--- config.mk ---
export PLATFORM = sky130hd
export DESIGN_NAME = ordered_array_list_engine
export DESIGN_NICKNAME = d
export VERILOG_FILES = /design/src/rtl/core/oale_pkg.sv /design/src/rtl/core/ordered_array_list_engine.sv /design/src/rtl/core/oale_cell.sv /design/src/rtl/core/oale_result.sv
export VERILOG_INCLUDE_DIRS = /design/src /design/src/rtl/core
export SDC_FILE = /design/constraint.sdc
export NUM_CORES = 2
export LEC_CHECK = 0
export ABC_AREA = 1
export ABC_CLOCK_PERIOD_IN_PS = 7750
export BUFFER_PORTS_ARGS = -buffer_cell sky130_fd_sc_hd__buf_2
export CAP_MARGIN = 20
export CORE_ASPECT_RATIO = 1.2
export CORE_MARGIN = 10
export CORE_UTILIZATION = 44
export CTS_BUF_LIST = sky130_fd_sc_hd__clkbuf_4 sky130_fd_sc_hd__clkbuf_8
export CTS_CLUSTER_DIAMETER = 30
export DETAILED_ROUTE_END_ITERATION = 12
export SETUP_SLACK_MARGIN = 0.1
export SLEW_MARGIN = 20
export SYNTH_ARGS = -nofsm -noshare
export SYNTH_HDL_FRONTEND = slang
export SYNTH_HIERARCHICAL = 1
export SYNTH_SLANG_ARGS = --single-unit
--- constraint.sdc ---
create_clock -name clock -period 7.75 [get_ports clock]
set_input_delay 0.3875 -clock clock [delete_from_list [all_inputs] [get_ports clock]]
set_output_delay 0.3875 -clock clock [all_outputs]
set_load 0.03 [all_outputs]
--- src/rtl/core/ordered_array_list_engine_macros.svh ---
// ----------------------------------------------------------------------------
// Assertion macros for the ordered array list engine
// Each macro expands to one labeled concurrent assertion on clock and reset.
// ----------------------------------------------------------------------------
`ifndef ORDERED_ARRAY_LIST_ENGINE_MACROS_SVH
`define ORDERED_ARRAY_LIST_ENGINE_MACROS_SVH

// The consequent must hold in the same cycle as the antecedent.
`define OALE_ASSERT_SAME(label, pre, post, msg) \
   label: assert property (@(posedge clock) disable iff (reset) (pre) |-> (post)) \
      else $error(msg);

// The consequent must hold in the cycle after the antecedent.
`define OALE_ASSERT_NEXT(label, pre, post, msg) \
   label: assert property (@(posedge clock) disable iff (reset) (pre) |=> (post)) \
      else $error(msg);

`endif

--- src/rtl/core/oale_pkg.sv ---
`timescale 1ns / 1ps
// ----------------------------------------------------------------------------
// Ordered array list engine package
// Types and constants shared by the list cells, the result stage and the top.
// ----------------------------------------------------------------------------
package oale_pkg;

   localparam int CAPACITY = 16;
   localparam int VALUE_W  = 32;
   localparam int POS_W    = 5;
   localparam int IDX_W    = $clog2(CAPACITY);
   localparam int CNT_W    = $clog2(CAPACITY + 1);

   typedef enum logic [1:0] {
      OP_FIND   = 2'd0,
      OP_INSERT = 2'd1,
      OP_DELETE = 2'd2,
      OP_UNUSED = 2'd3
   } op_type;

   typedef enum logic [1:0] {
      ST_OK           = 2'd0,
      ST_FULL         = 2'd1,
      ST_BAD_POSITION = 2'd2,
      ST_NOT_FOUND    = 2'd3
   } status_type;

   typedef struct packed {
      op_type                     operation;
      logic signed [VALUE_W-1:0]  value;
      logic        [POS_W-1:0]    position;
   } req_type;

   typedef struct packed {
      status_type                 status;
      logic        [IDX_W-1:0]    found_position;
      logic        [CNT_W-1:0]    element_count;
   } rsp_type;

   // Command broadcast to every cell of the list.
   typedef struct packed {
      logic                       shift_up;
      logic                       shift_down;
      logic                       find;
      logic        [POS_W-1:0]    position;
      logic signed [VALUE_W-1:0]  value;
      logic        [CNT_W-1:0]    count;
   } cell_cmd_type;

   // Request context carried from the cell row to the result stage.
   typedef struct packed {
      logic                       valid;
      logic                       find;
      status_type                 status;
      logic        [CNT_W-1:0]    count;
   } stage_type;

endpackage

--- src/rtl/core/ordered_array_list_engine.sv ---
`timescale 1ns / 1ps
// ----------------------------------------------------------------------------
// Ordered array list engine
// Ordered list of signed 32-bit values with find, insert and delete requests.
// ----------------------------------------------------------------------------
//
//   Channel   Ports                  Direction  Handshake
//   request   start, busy, req_item  in         beat taken when start and !busy
//   result    rsp_strobe, rsp_item   out        one-cycle strobe, no back-pressure
//
// Every request gives exactly one result beat. The request is registered in
// the stage register and the cells' match bits, and the result stage then
// registers the result beat and its strobe. A new request can be taken in
// every cycle while busy is low: the row of cells compares or shifts all
// entries at once at the request edge.
// Busy is high while reset is held and in the cycle after reset; reset empties the list.
// The receiver cannot stall, so nothing inside ever waits on the result side.
//
// Structure: a row of CAPACITY cells, one per list position. On insert each
// cell above the position takes its left neighbor's entry and the cell at the
// position takes the new value; on delete each cell from the position up
// takes its right neighbor's entry. On find every occupied cell compares its
// entry and registers a match bit, and the result stage picks the lowest one.
// ----------------------------------------------------------------------------
module ordered_array_list_engine (
   input  logic                 clock,
   input  logic                 reset,
   input  logic                 start,
   output logic                 busy,
   input  oale_pkg::req_type    req_item,
   output logic                 rsp_strobe,
   output oale_pkg::rsp_type    rsp_item
);
   import oale_pkg::*;

`include "ordered_array_list_engine_macros.svh"

   localparam logic [CNT_W-1:0] FULL_COUNT = CNT_W'(CAPACITY);

   logic                      busy_ff;
   logic                      accept;
   logic [CNT_W-1:0]          count_ff;
   logic [CNT_W-1:0]          count_in;
   stage_type                 stage_ff;
   stage_type                 stage_in;
   cell_cmd_type              cmd;
   logic [CAPACITY-1:0]       hit_mask;
   logic signed [VALUE_W-1:0] entries_w [CAPACITY];

   // The request beat is taken whenever the block is not coming out of reset.
   assign accept = start && !busy_ff;
   assign busy   = busy_ff;

   // Decode the request against the current count. Only a legal insert or
   // delete moves entries; every other outcome leaves the list unchanged.
   always_comb begin
      cmd.shift_up   = 1'b0;
      cmd.shift_down = 1'b0;
      cmd.find       = 1'b0;
      cmd.position   = req_item.position;
      cmd.value      = req_item.value;
      cmd.count      = count_ff;
      count_in       = count_ff;
      stage_in.valid  = accept;
      stage_in.find   = 1'b0;
      stage_in.status = ST_OK;
      unique case (req_item.operation)
         OP_FIND: begin
            cmd.find      = accept;
            stage_in.find = 1'b1;
         end
         OP_INSERT: begin
            // A full list is reported before the position is checked.
            if (count_ff == FULL_COUNT) begin
               stage_in.status = ST_FULL;
            end else if (req_item.position > POS_W'(count_ff)) begin
               stage_in.status = ST_BAD_POSITION;
            end else begin
               cmd.shift_up = accept;
               if (accept) begin
                  count_in = count_ff + CNT_W'(1);
               end
            end
         end
         OP_DELETE: begin
            if (req_item.position >= POS_W'(count_ff)) begin
               stage_in.status = ST_BAD_POSITION;
            end else begin
               cmd.shift_down = accept;
               if (accept) begin
                  count_in = count_ff - CNT_W'(1);
               end
            end
         end
         OP_UNUSED: begin
            stage_in.status = ST_BAD_POSITION;
         end
      endcase
      stage_in.count = count_in;
   end

   always_ff @(posedge clock) begin
      if (reset) begin
         busy_ff        <= 1'b1;
         count_ff       <= '0;
         stage_ff.valid <= 1'b0;
      end else begin
         busy_ff        <= 1'b0;
         count_ff       <= count_in;
         stage_ff.valid <= stage_in.valid;
      end
      stage_ff.find   <= stage_in.find;
      stage_ff.status <= stage_in.status;
      stage_ff.count  <= stage_in.count;
   end

   // Row of cells. The bottom cell's left input and the top cell's right
   // input are never selected in a way that reaches an occupied position.
   for (genvar g = 0; g < CAPACITY; g++) begin : g_cell
      logic signed [VALUE_W-1:0] left_w;
      logic signed [VALUE_W-1:0] right_w;

      if (g == 0) begin : g_bottom
         assign left_w = req_item.value;
      end else begin : g_left
         assign left_w = entries_w[g-1];
      end

      if (g == CAPACITY - 1) begin : g_top
         assign right_w = entries_w[g];
      end else begin : g_right
         assign right_w = entries_w[g+1];
      end

      oale_cell #(
         .INDEX       (g)
      ) u_cell (
         .clock       (clock),
         .cmd         (cmd),
         .left_entry  (left_w),
         .right_entry (right_w),
         .entry       (entries_w[g]),
         .match       (hit_mask[g])
      );
   end

   oale_result u_result (
      .clock      (clock),
      .reset      (reset),
      .stage      (stage_ff),
      .hit_mask   (hit_mask),
      .rsp_strobe (rsp_strobe),
      .rsp_item   (rsp_item)
   );

   `OALE_ASSERT_SAME(a_count_bound, 1'b1, count_ff <= FULL_COUNT, "list count above capacity")
   `OALE_ASSERT_NEXT(a_count_hold, !accept, $stable(count_ff), "count moved without a request")
   `OALE_ASSERT_NEXT(a_one_result, stage_ff.valid, rsp_strobe, "request lost before the result beat")
   `OALE_ASSERT_SAME(a_miss_pos, rsp_strobe && rsp_item.status != ST_OK, rsp_item.found_position == '0, "position reported without a hit")

endmodule

--- src/rtl/core/oale_cell.sv ---
`timescale 1ns / 1ps
// ----------------------------------------------------------------------------
// Ordered array list cell
// Holds one list entry, shifts with its neighbors and flags a find match.
// ----------------------------------------------------------------------------
module oale_cell #(
   parameter int INDEX = 0
) (
   input  logic                               clock,
   input  oale_pkg::cell_cmd_type             cmd,
   input  logic signed [oale_pkg::VALUE_W-1:0] left_entry,
   input  logic signed [oale_pkg::VALUE_W-1:0] right_entry,
   output logic signed [oale_pkg::VALUE_W-1:0] entry,
   output logic                               match
);
   import oale_pkg::*;

   localparam logic [POS_W-1:0] MY_POS = POS_W'(INDEX);

   logic signed [VALUE_W-1:0] entry_ff;
   logic signed [VALUE_W-1:0] entry_in;
   logic                      match_ff;
   logic                      match_in;
   logic                      occupied;

   assign occupied = (MY_POS < POS_W'(cmd.count));

   always_comb begin
      entry_in = entry_ff;
      if (cmd.shift_up) begin
         if (MY_POS > cmd.position) begin
            entry_in = left_entry;
         end else if (MY_POS == cmd.position) begin
            entry_in = cmd.value;
         end
      end else if (cmd.shift_down) begin
         if (MY_POS >= cmd.position) begin
            entry_in = right_entry;
         end
      end
   end

   assign match_in = cmd.find && occupied && (entry_ff == cmd.value);

   always_ff @(posedge clock) begin
      entry_ff <= entry_in;
      match_ff <= match_in;
   end

   assign entry = entry_ff;
   assign match = match_ff;

endmodule

--- src/rtl/core/oale_result.sv ---
`timescale 1ns / 1ps
// ----------------------------------------------------------------------------
// Ordered array list result stage
// Encodes the lowest matching cell and registers the result beat.
// ----------------------------------------------------------------------------
module oale_result (
   input  logic                            clock,
   input  logic                            reset,
   input  oale_pkg::stage_type             stage,
   input  logic [oale_pkg::CAPACITY-1:0]   hit_mask,
   output logic                            rsp_strobe,
   output oale_pkg::rsp_type               rsp_item
);
   import oale_pkg::*;

   logic             strobe_ff;
   logic             strobe_in;
   rsp_type          item_ff;
   rsp_type          item_in;
   logic [IDX_W-1:0] lowest;

   // Scanning from the top leaves the lowest set bit's index.
   always_comb begin
      lowest = '0;
      for (int i = CAPACITY - 1; i >= 0; i--) begin
         if (hit_mask[i]) begin
            lowest = IDX_W'(i);
         end
      end
   end

   always_comb begin
      strobe_in              = stage.valid;
      item_in.status         = stage.status;
      item_in.found_position = '0;
      item_in.element_count  = stage.count;
      if (stage.find) begin
         if (|hit_mask) begin
            item_in.status         = ST_OK;
            item_in.found_position = lowest;
         end else begin
            item_in.status = ST_NOT_FOUND;
         end
      end
   end

   always_ff @(posedge clock) begin
      if (reset) begin
         strobe_ff <= 1'b0;
      end else begin
         strobe_ff <= strobe_in;
      end
      item_ff <= item_in;
   end

   assign rsp_strobe = strobe_ff;
   assign rsp_item   = item_ff;

endmodule
# After elaboration in Yosys (flattened, before gate mapping)
# Index checks and enable logic that the tools add are counted.
[word_totals] ff_bits=555 in_bits=42 output_inout_bits=13 elab_cells=336
[classes] addsub=2 n_lt_le_gt_ge=49 n_eq_ne=50 muxes=114 bitwise_logic=2 n_reduce_logical=74
[op_table] op="$mux 32" count=77
[op_table] op="$eq 32x32->1" count=16
[op_table] op="$mux 4" count=17
[op_table] op="$ne 3x1->1 const B" count=15
[op_table] op="$reduce_and 3->1" count=15
[op_table] op="$eq 4x5->1 const A" count=8
[op_table] op="$gt 4x5->1 const A" count=8
[op_table] op="$lt 4x5->1 const A" count=8
[op_table] op="$ge 4x5->1 const A" count=7
[op_table] op="$reduce_bool 2->1" count=17
[op_table] op="$logic_and 1x1->1" count=33
[op_table] op="$mux 5" count=5
[op_table] op="$eq 3x5->1 const A" count=4
[op_table] op="$ge 3x5->1 const A" count=4
[op_table] op="$gt 3x5->1 const A" count=4
[op_table] op="$lt 3x5->1 const A" count=4
[op_table] op="$reduce_or 16->1" count=1
[op_table] op="$eq 2x5->1 const A" count=2
[op_table] op="$ge 1x5->1 const A" count=2
[op_table] op="$ge 2x5->1 const A" count=2
[op_table] op="$gt 1x5->1 const A" count=2
[op_table] op="$gt 2x5->1 const A" count=2
[op_table] op="$lt 1x5->1 const A" count=2
[op_table] op="$lt 2x5->1 const A" count=2
[op_table] op="other kinds (22)" count=34

# Depth between registers and ports, before layout
[logic_depth] word_depth=18 depth_mapped=15 depth_no_buf=15

# Cells and area by module
# Netlist, hierarchy kept.
[by_module_without_submodules] mod="oale_cell at g_cell[15].u_cell" instances=1 cells_per_inst=319 area_per_inst_um2=2473.6 seq_area_each_um2=980.9
[by_module_without_submodules] mod="oale_cell at g_cell[10].u_cell" instances=1 cells_per_inst=347 area_per_inst_um2=2371.0 seq_area_each_um2=980.9
[by_module_without_submodules] mod="oale_cell at g_cell[5].u_cell" instances=1 cells_per_inst=329 area_per_inst_um2=2329.7 seq_area_each_um2=980.9
[by_module_without_submodules] mod="oale_cell at g_cell[1].u_cell" instances=1 cells_per_inst=335 area_per_inst_um2=2309.7 seq_area_each_um2=980.9
[by_module_without_submodules] mod="oale_cell at g_cell[3].u_cell" instances=1 cells_per_inst=326 area_per_inst_um2=2306.0 seq_area_each_um2=980.9
[by_module_without_submodules] mod="oale_cell at g_cell[11].u_cell" instances=1 cells_per_inst=330 area_per_inst_um2=2301.0 seq_area_each_um2=980.9
[by_module_without_submodules] mod="oale_cell at g_cell[12].u_cell" instances=1 cells_per_inst=327 area_per_inst_um2=2285.9 seq_area_each_um2=980.9
[by_module_without_submodules] mod="oale_cell at g_cell[14].u_cell" instances=1 cells_per_inst=326 area_per_inst_um2=2279.7 seq_area_each_um2=980.9
[by_module_without_submodules] mod="oale_cell at g_cell[6].u_cell" instances=1 cells_per_inst=327 area_per_inst_um2=2277.2 seq_area_each_um2=980.9
[by_module_without_submodules] mod="oale_cell at g_cell[13].u_cell" instances=1 cells_per_inst=329 area_per_inst_um2=2275.9 seq_area_each_um2=980.9
[by_module_without_submodules] mod="oale_cell at g_cell[8].u_cell" instances=1 cells_per_inst=326 area_per_inst_um2=2274.7 seq_area_each_um2=980.9
[by_module_without_submodules] mod="oale_cell at g_cell[2].u_cell" instances=1 cells_per_inst=326 area_per_inst_um2=2268.4 seq_area_each_um2=980.9
[by_module_without_submodules] mod="oale_cell at g_cell[9].u_cell" instances=1 cells_per_inst=325 area_per_inst_um2=2253.4 seq_area_each_um2=980.9
[by_module_without_submodules] mod="oale_cell at g_cell[4].u_cell" instances=1 cells_per_inst=322 area_per_inst_um2=2252.2 seq_area_each_um2=980.9
[by_module_without_submodules] mod="+4 rows"

# Least setup slack after synthesis
# Ideal clock, no wire load.
[synth_path] path_kind="register to register" from="register count_ff[4]" to="register g_cell[2].u_cell.entry_ff[0] (enable)" setup_time_ns=0.505 arrival_ns=6.601 required_time_ns=7.245 path_slack_ns=0.645 path_stages_with_launch=12 path_buffers=0 synth_period_minus_slack_ns=7.105 cell_sequence="dfxtp_1 > inv_1 > ha_1 > nand2_2 > inv_1 > nand2_1 > nand3_4 > nand2_4 > nand3_2 > nor2_1 > o21ai_0 > nor4_1"
[synth_rtl] element="start, declared" line_no="ordered_array_list_engine.sv:42" text="logic [CNT_W-1:0] count_ff;"
[synth_rtl] element="start signal, assigned" line_no="ordered_array_list_engine.sv:109" text="count_ff <= count_in;"
[synth_rtl] element="end signal, assigned" line_no="oale_cell.sv:46" text="entry_ff <= entry_in;"
[synth_rtl] element="end, declared" line_no="oale_cell.sv:20" text="logic signed [VALUE_W-1:0] entry_ff;"

==> results.toml <==
[worst_hold_path]
hp-start = "stage_ff[3]"
hold_depth = 0
holdPathEnd = "u_result/rsp_item[3]"
hp-class = "register to register"

[sta]
finClkSkew_ps = 68.3
hold_viol = 0
rsz0062_at_grt = "no"
maxSlewViolCount = 0
setup_viol = 0
tns_ps = 0
slew_headroom_pct = 26.5
setup_slack_ps = 2770
max_freq_mhz = 201
worstMarginPinSlew_ps = 1100
min_period_ps = 4980
finalCritPeriodShare_pct = 64.3

[place]
place.gp.congestion = 0.899
hpwl_um = 95500
place_ws_ps = 2950
place_area_um2 = 39200
dpl.cell_count = 6441
port-buffer-count = 54

[routing]
vias_per_cell = 5.50
dr_total_vias = 36800
drtIter0Drc = 4524
route.detailed.drc = 0
drtAntennaViolNets = 0
firstDrtPassIters = 8
finalWirelength_um = 145000
wire_per_inst_um = 21.7

[clock_tree]
cts_root_buf = "clkbuf_8"
cts_hold_buf = 5
h-tree-depth = 4
clock-sinks = 555
clk_pin_slew_ps = 50
cts-resized-gates = 0
clock_latency_ps = 850
cts_tree = "built"
post_cts_buffers = 0
numCtsBuffers = 138
clock_path_buffers = 3

[global_route]
gr-usage-all-layers_pct = 28.7
overflow = 0
grt_pass1_vias = 33900
grt_max_degree = 132
grt_pass1_wl_um = 215000
grt_antenna_before_repair = 3

[synthesis]
synth_mux_area_share_pct = 0.482
synth-edff-count = 512
synth_compound_area_share_pct = 14.4
synthXorXnorAreaFrac_pct = 3.17
async_flop_share_pct = 0
yosys_warnings = 6
ys_ff_latch = 555
synthesis.area_um2 = 38200
syn-instance-count = 5388
ys_seq_area_share_pct = 42.6
ys.flop_type = "edfxtp_1"
synth_top_family_by_area = "simple AND/OR/NAND/NOR gates"
synth_adder_area_share_pct = 0.361
synth.avg_cell_area_um2 = 7.08
synthSimpleGateAreaFrac_pct = 28.3
syn_nets = 5441
synth_cell_types = 59

[flow_run]
cap_violations = 0

[power_and_ir_drop]
vdd_drop_max_mv = 0.115
p_total_mw = 8.06
cellPowerDensity_nw_per_um2 = 191
p_leak_nw = 19.6

[critical_path]
worst_ep_required_time_ps = 8430
reg2reg_depth = 14
path_class = "register to register"
worstSetupEndpointType = "register"
rrSetupSlack_ps = 2770
startpoint_type = "register"
cp.arrival_ps = 5660
r2r-end = "g_cell[1].u_cell/entry[13]"
path_max_fanout = 75
reg2reg_from = "count_ff[3]"

[floorplanning]
ios = 55
die_area_um2 = 98900
die_w_um = 289
core_um2 = 86200
rows = 118
initial_core_util_pct = 44.2
die_h_um = 343

[status]
status = "finished, final reports clean"

[finish]
final_cell_mix = "nand2_1 (1834), inv_1 (699), nor2_1 (679), edfxtp_1 (512), a21oi_1 (429)"
area_growth_pct = 10.5
fin_nets = 5500
layout-drive-gt1-share_pct = 9.46
layoutNonFillerInstCount = 6703
layout_commonest_cell = "nand2_1"
fin_area_um2 = 42200
report_power, final:
group | switching (mW) | total (mW) | internal [mW]
sequential | 0.0480 | 3.34 | 3.29
clock | 1.58 | 3.82 | 2.24
combinational | 0.663 | 0.898 | 0.235
stage by stage:
step | utilization (%) | hold slack, ps
after floorplan | - | 310
after global placement | 45.4 | 312
after detailed placement | 45.4 | 312
after CTS | 48.9 | 295
after global routing | 48.9 | 329
final | 48.9 | 325
cells in the mapped netlist, types with 4 or more instances:
cell type  number  area share [%]
nand2_1      1834              18
inv_1         700             6.9
nor2_1        682             6.7
edfxtp_1      512              40
a21oi_1       430             5.6
o21ai_1       211             2.8
o21ai_0       179             2.3
xnor2_1       106             2.4
a31oi_1       102             1.7
nand3_1        93             1.2
buf_2          67            0.88
clkbuf_1       45            0.44
dfxtp_1        43             2.3
a21oi_2        41            0.94
buf_6          41             1.2
inv_2          32            0.31
xor2_1         32            0.73
nand4_1        31            0.51
buf_4          24            0.47
o211ai_1       15            0.30
nor2_2         13            0.21
nor3_1         13            0.17
buf_1          12            0.12
ha_1           11            0.36
o21ai_2        11            0.25
clkbuf_2       10            0.13
mux2_4         10            0.39
nand2_2        10            0.16
or2_2           9            0.15
nor2_4          7            0.21
o21a_1          6            0.12
nand2_4         5            0.15
nand3_2         5            0.13
nand3_4         5            0.23
o211a_1         5            0.13
clkinv_2        4           0.052
registers in the layout, summed over array words and instances, names as in the netlist:
register             flops
count_ff                 5
stage_ff                 9
busy                     1
g_cell.u_cell/match     16
g_cell.u_cell/entry    512
u_result/rsp_item       11
u_result/rsp_strobe      1
worst max-delay path, stage by stage (launching register included):
cell and delay, ps:
dfxtp_1 960, inv_1 280, ha_1 370, nand2_2 90, inv_1 80, nand2_1 110, nand3_4 100, nand2_4 110
nand3_2 100, nor2_4 750, buf_12 380, clkinv_2 790, a21oi_1 390, o21ai_1 110, nand2_1 80
area by class of cell:
type	count	area, um2
fillers	8754	44100
inverters	737	2770
multi-input cells	3892	17900
well taps	1140	1430
clock inverters	80	708
flip-flops and latches	555	16200
diodes	2	5.00
repair buffers	123	858
clock buffers	174	2220
how the worst max path moves through the flow:
stage / start / to / slack (ps) / cells after the start
finish: count_ff[3] / g_cell[1].u_cell/entry[13] / 2770 / 14
floorplan: count_ff[4] / g_cell[2].u_cell/entry[0] / 640 / 11
CTS: count_ff[3] / g_cell[13].u_cell/entry[8] / 2900 / 12
global placement: count_ff[3] / g_cell[13].u_cell/entry[17] / 3020 / 12
global route: count_ff[3] / g_cell[1].u_cell/entry[0] / 2330 / 14
detailed placement: count_ff[3] / g_cell[13].u_cell/entry[17] / 2950 / 12
layer usage:
metal / part of all wire, % / vias up / global-route usage (%)
met4: 6.5 / 2 / 17.8
li1: - / 17400 / -
met3: 9.5 / 403 / 4.82
met1: 40 / 17000 / 38.3
met2: 44 / 1981 / 42.9
met5: 0.0089 / - / 0
cell families (layout without fill, tap and decap cells):
group,after synthesis,in the layout
XOR/XNOR,138,138
AND/OR/NAND/NOR,2720,2720
adder cells (fa/ha/maj),11,11
multiplexers,13,13
flip-flops,555,555
buffers and inverters,941,1114
other,0,2
AO/OA/AOI/OAI,1010,1010
(Power assumes the default switching activity.)
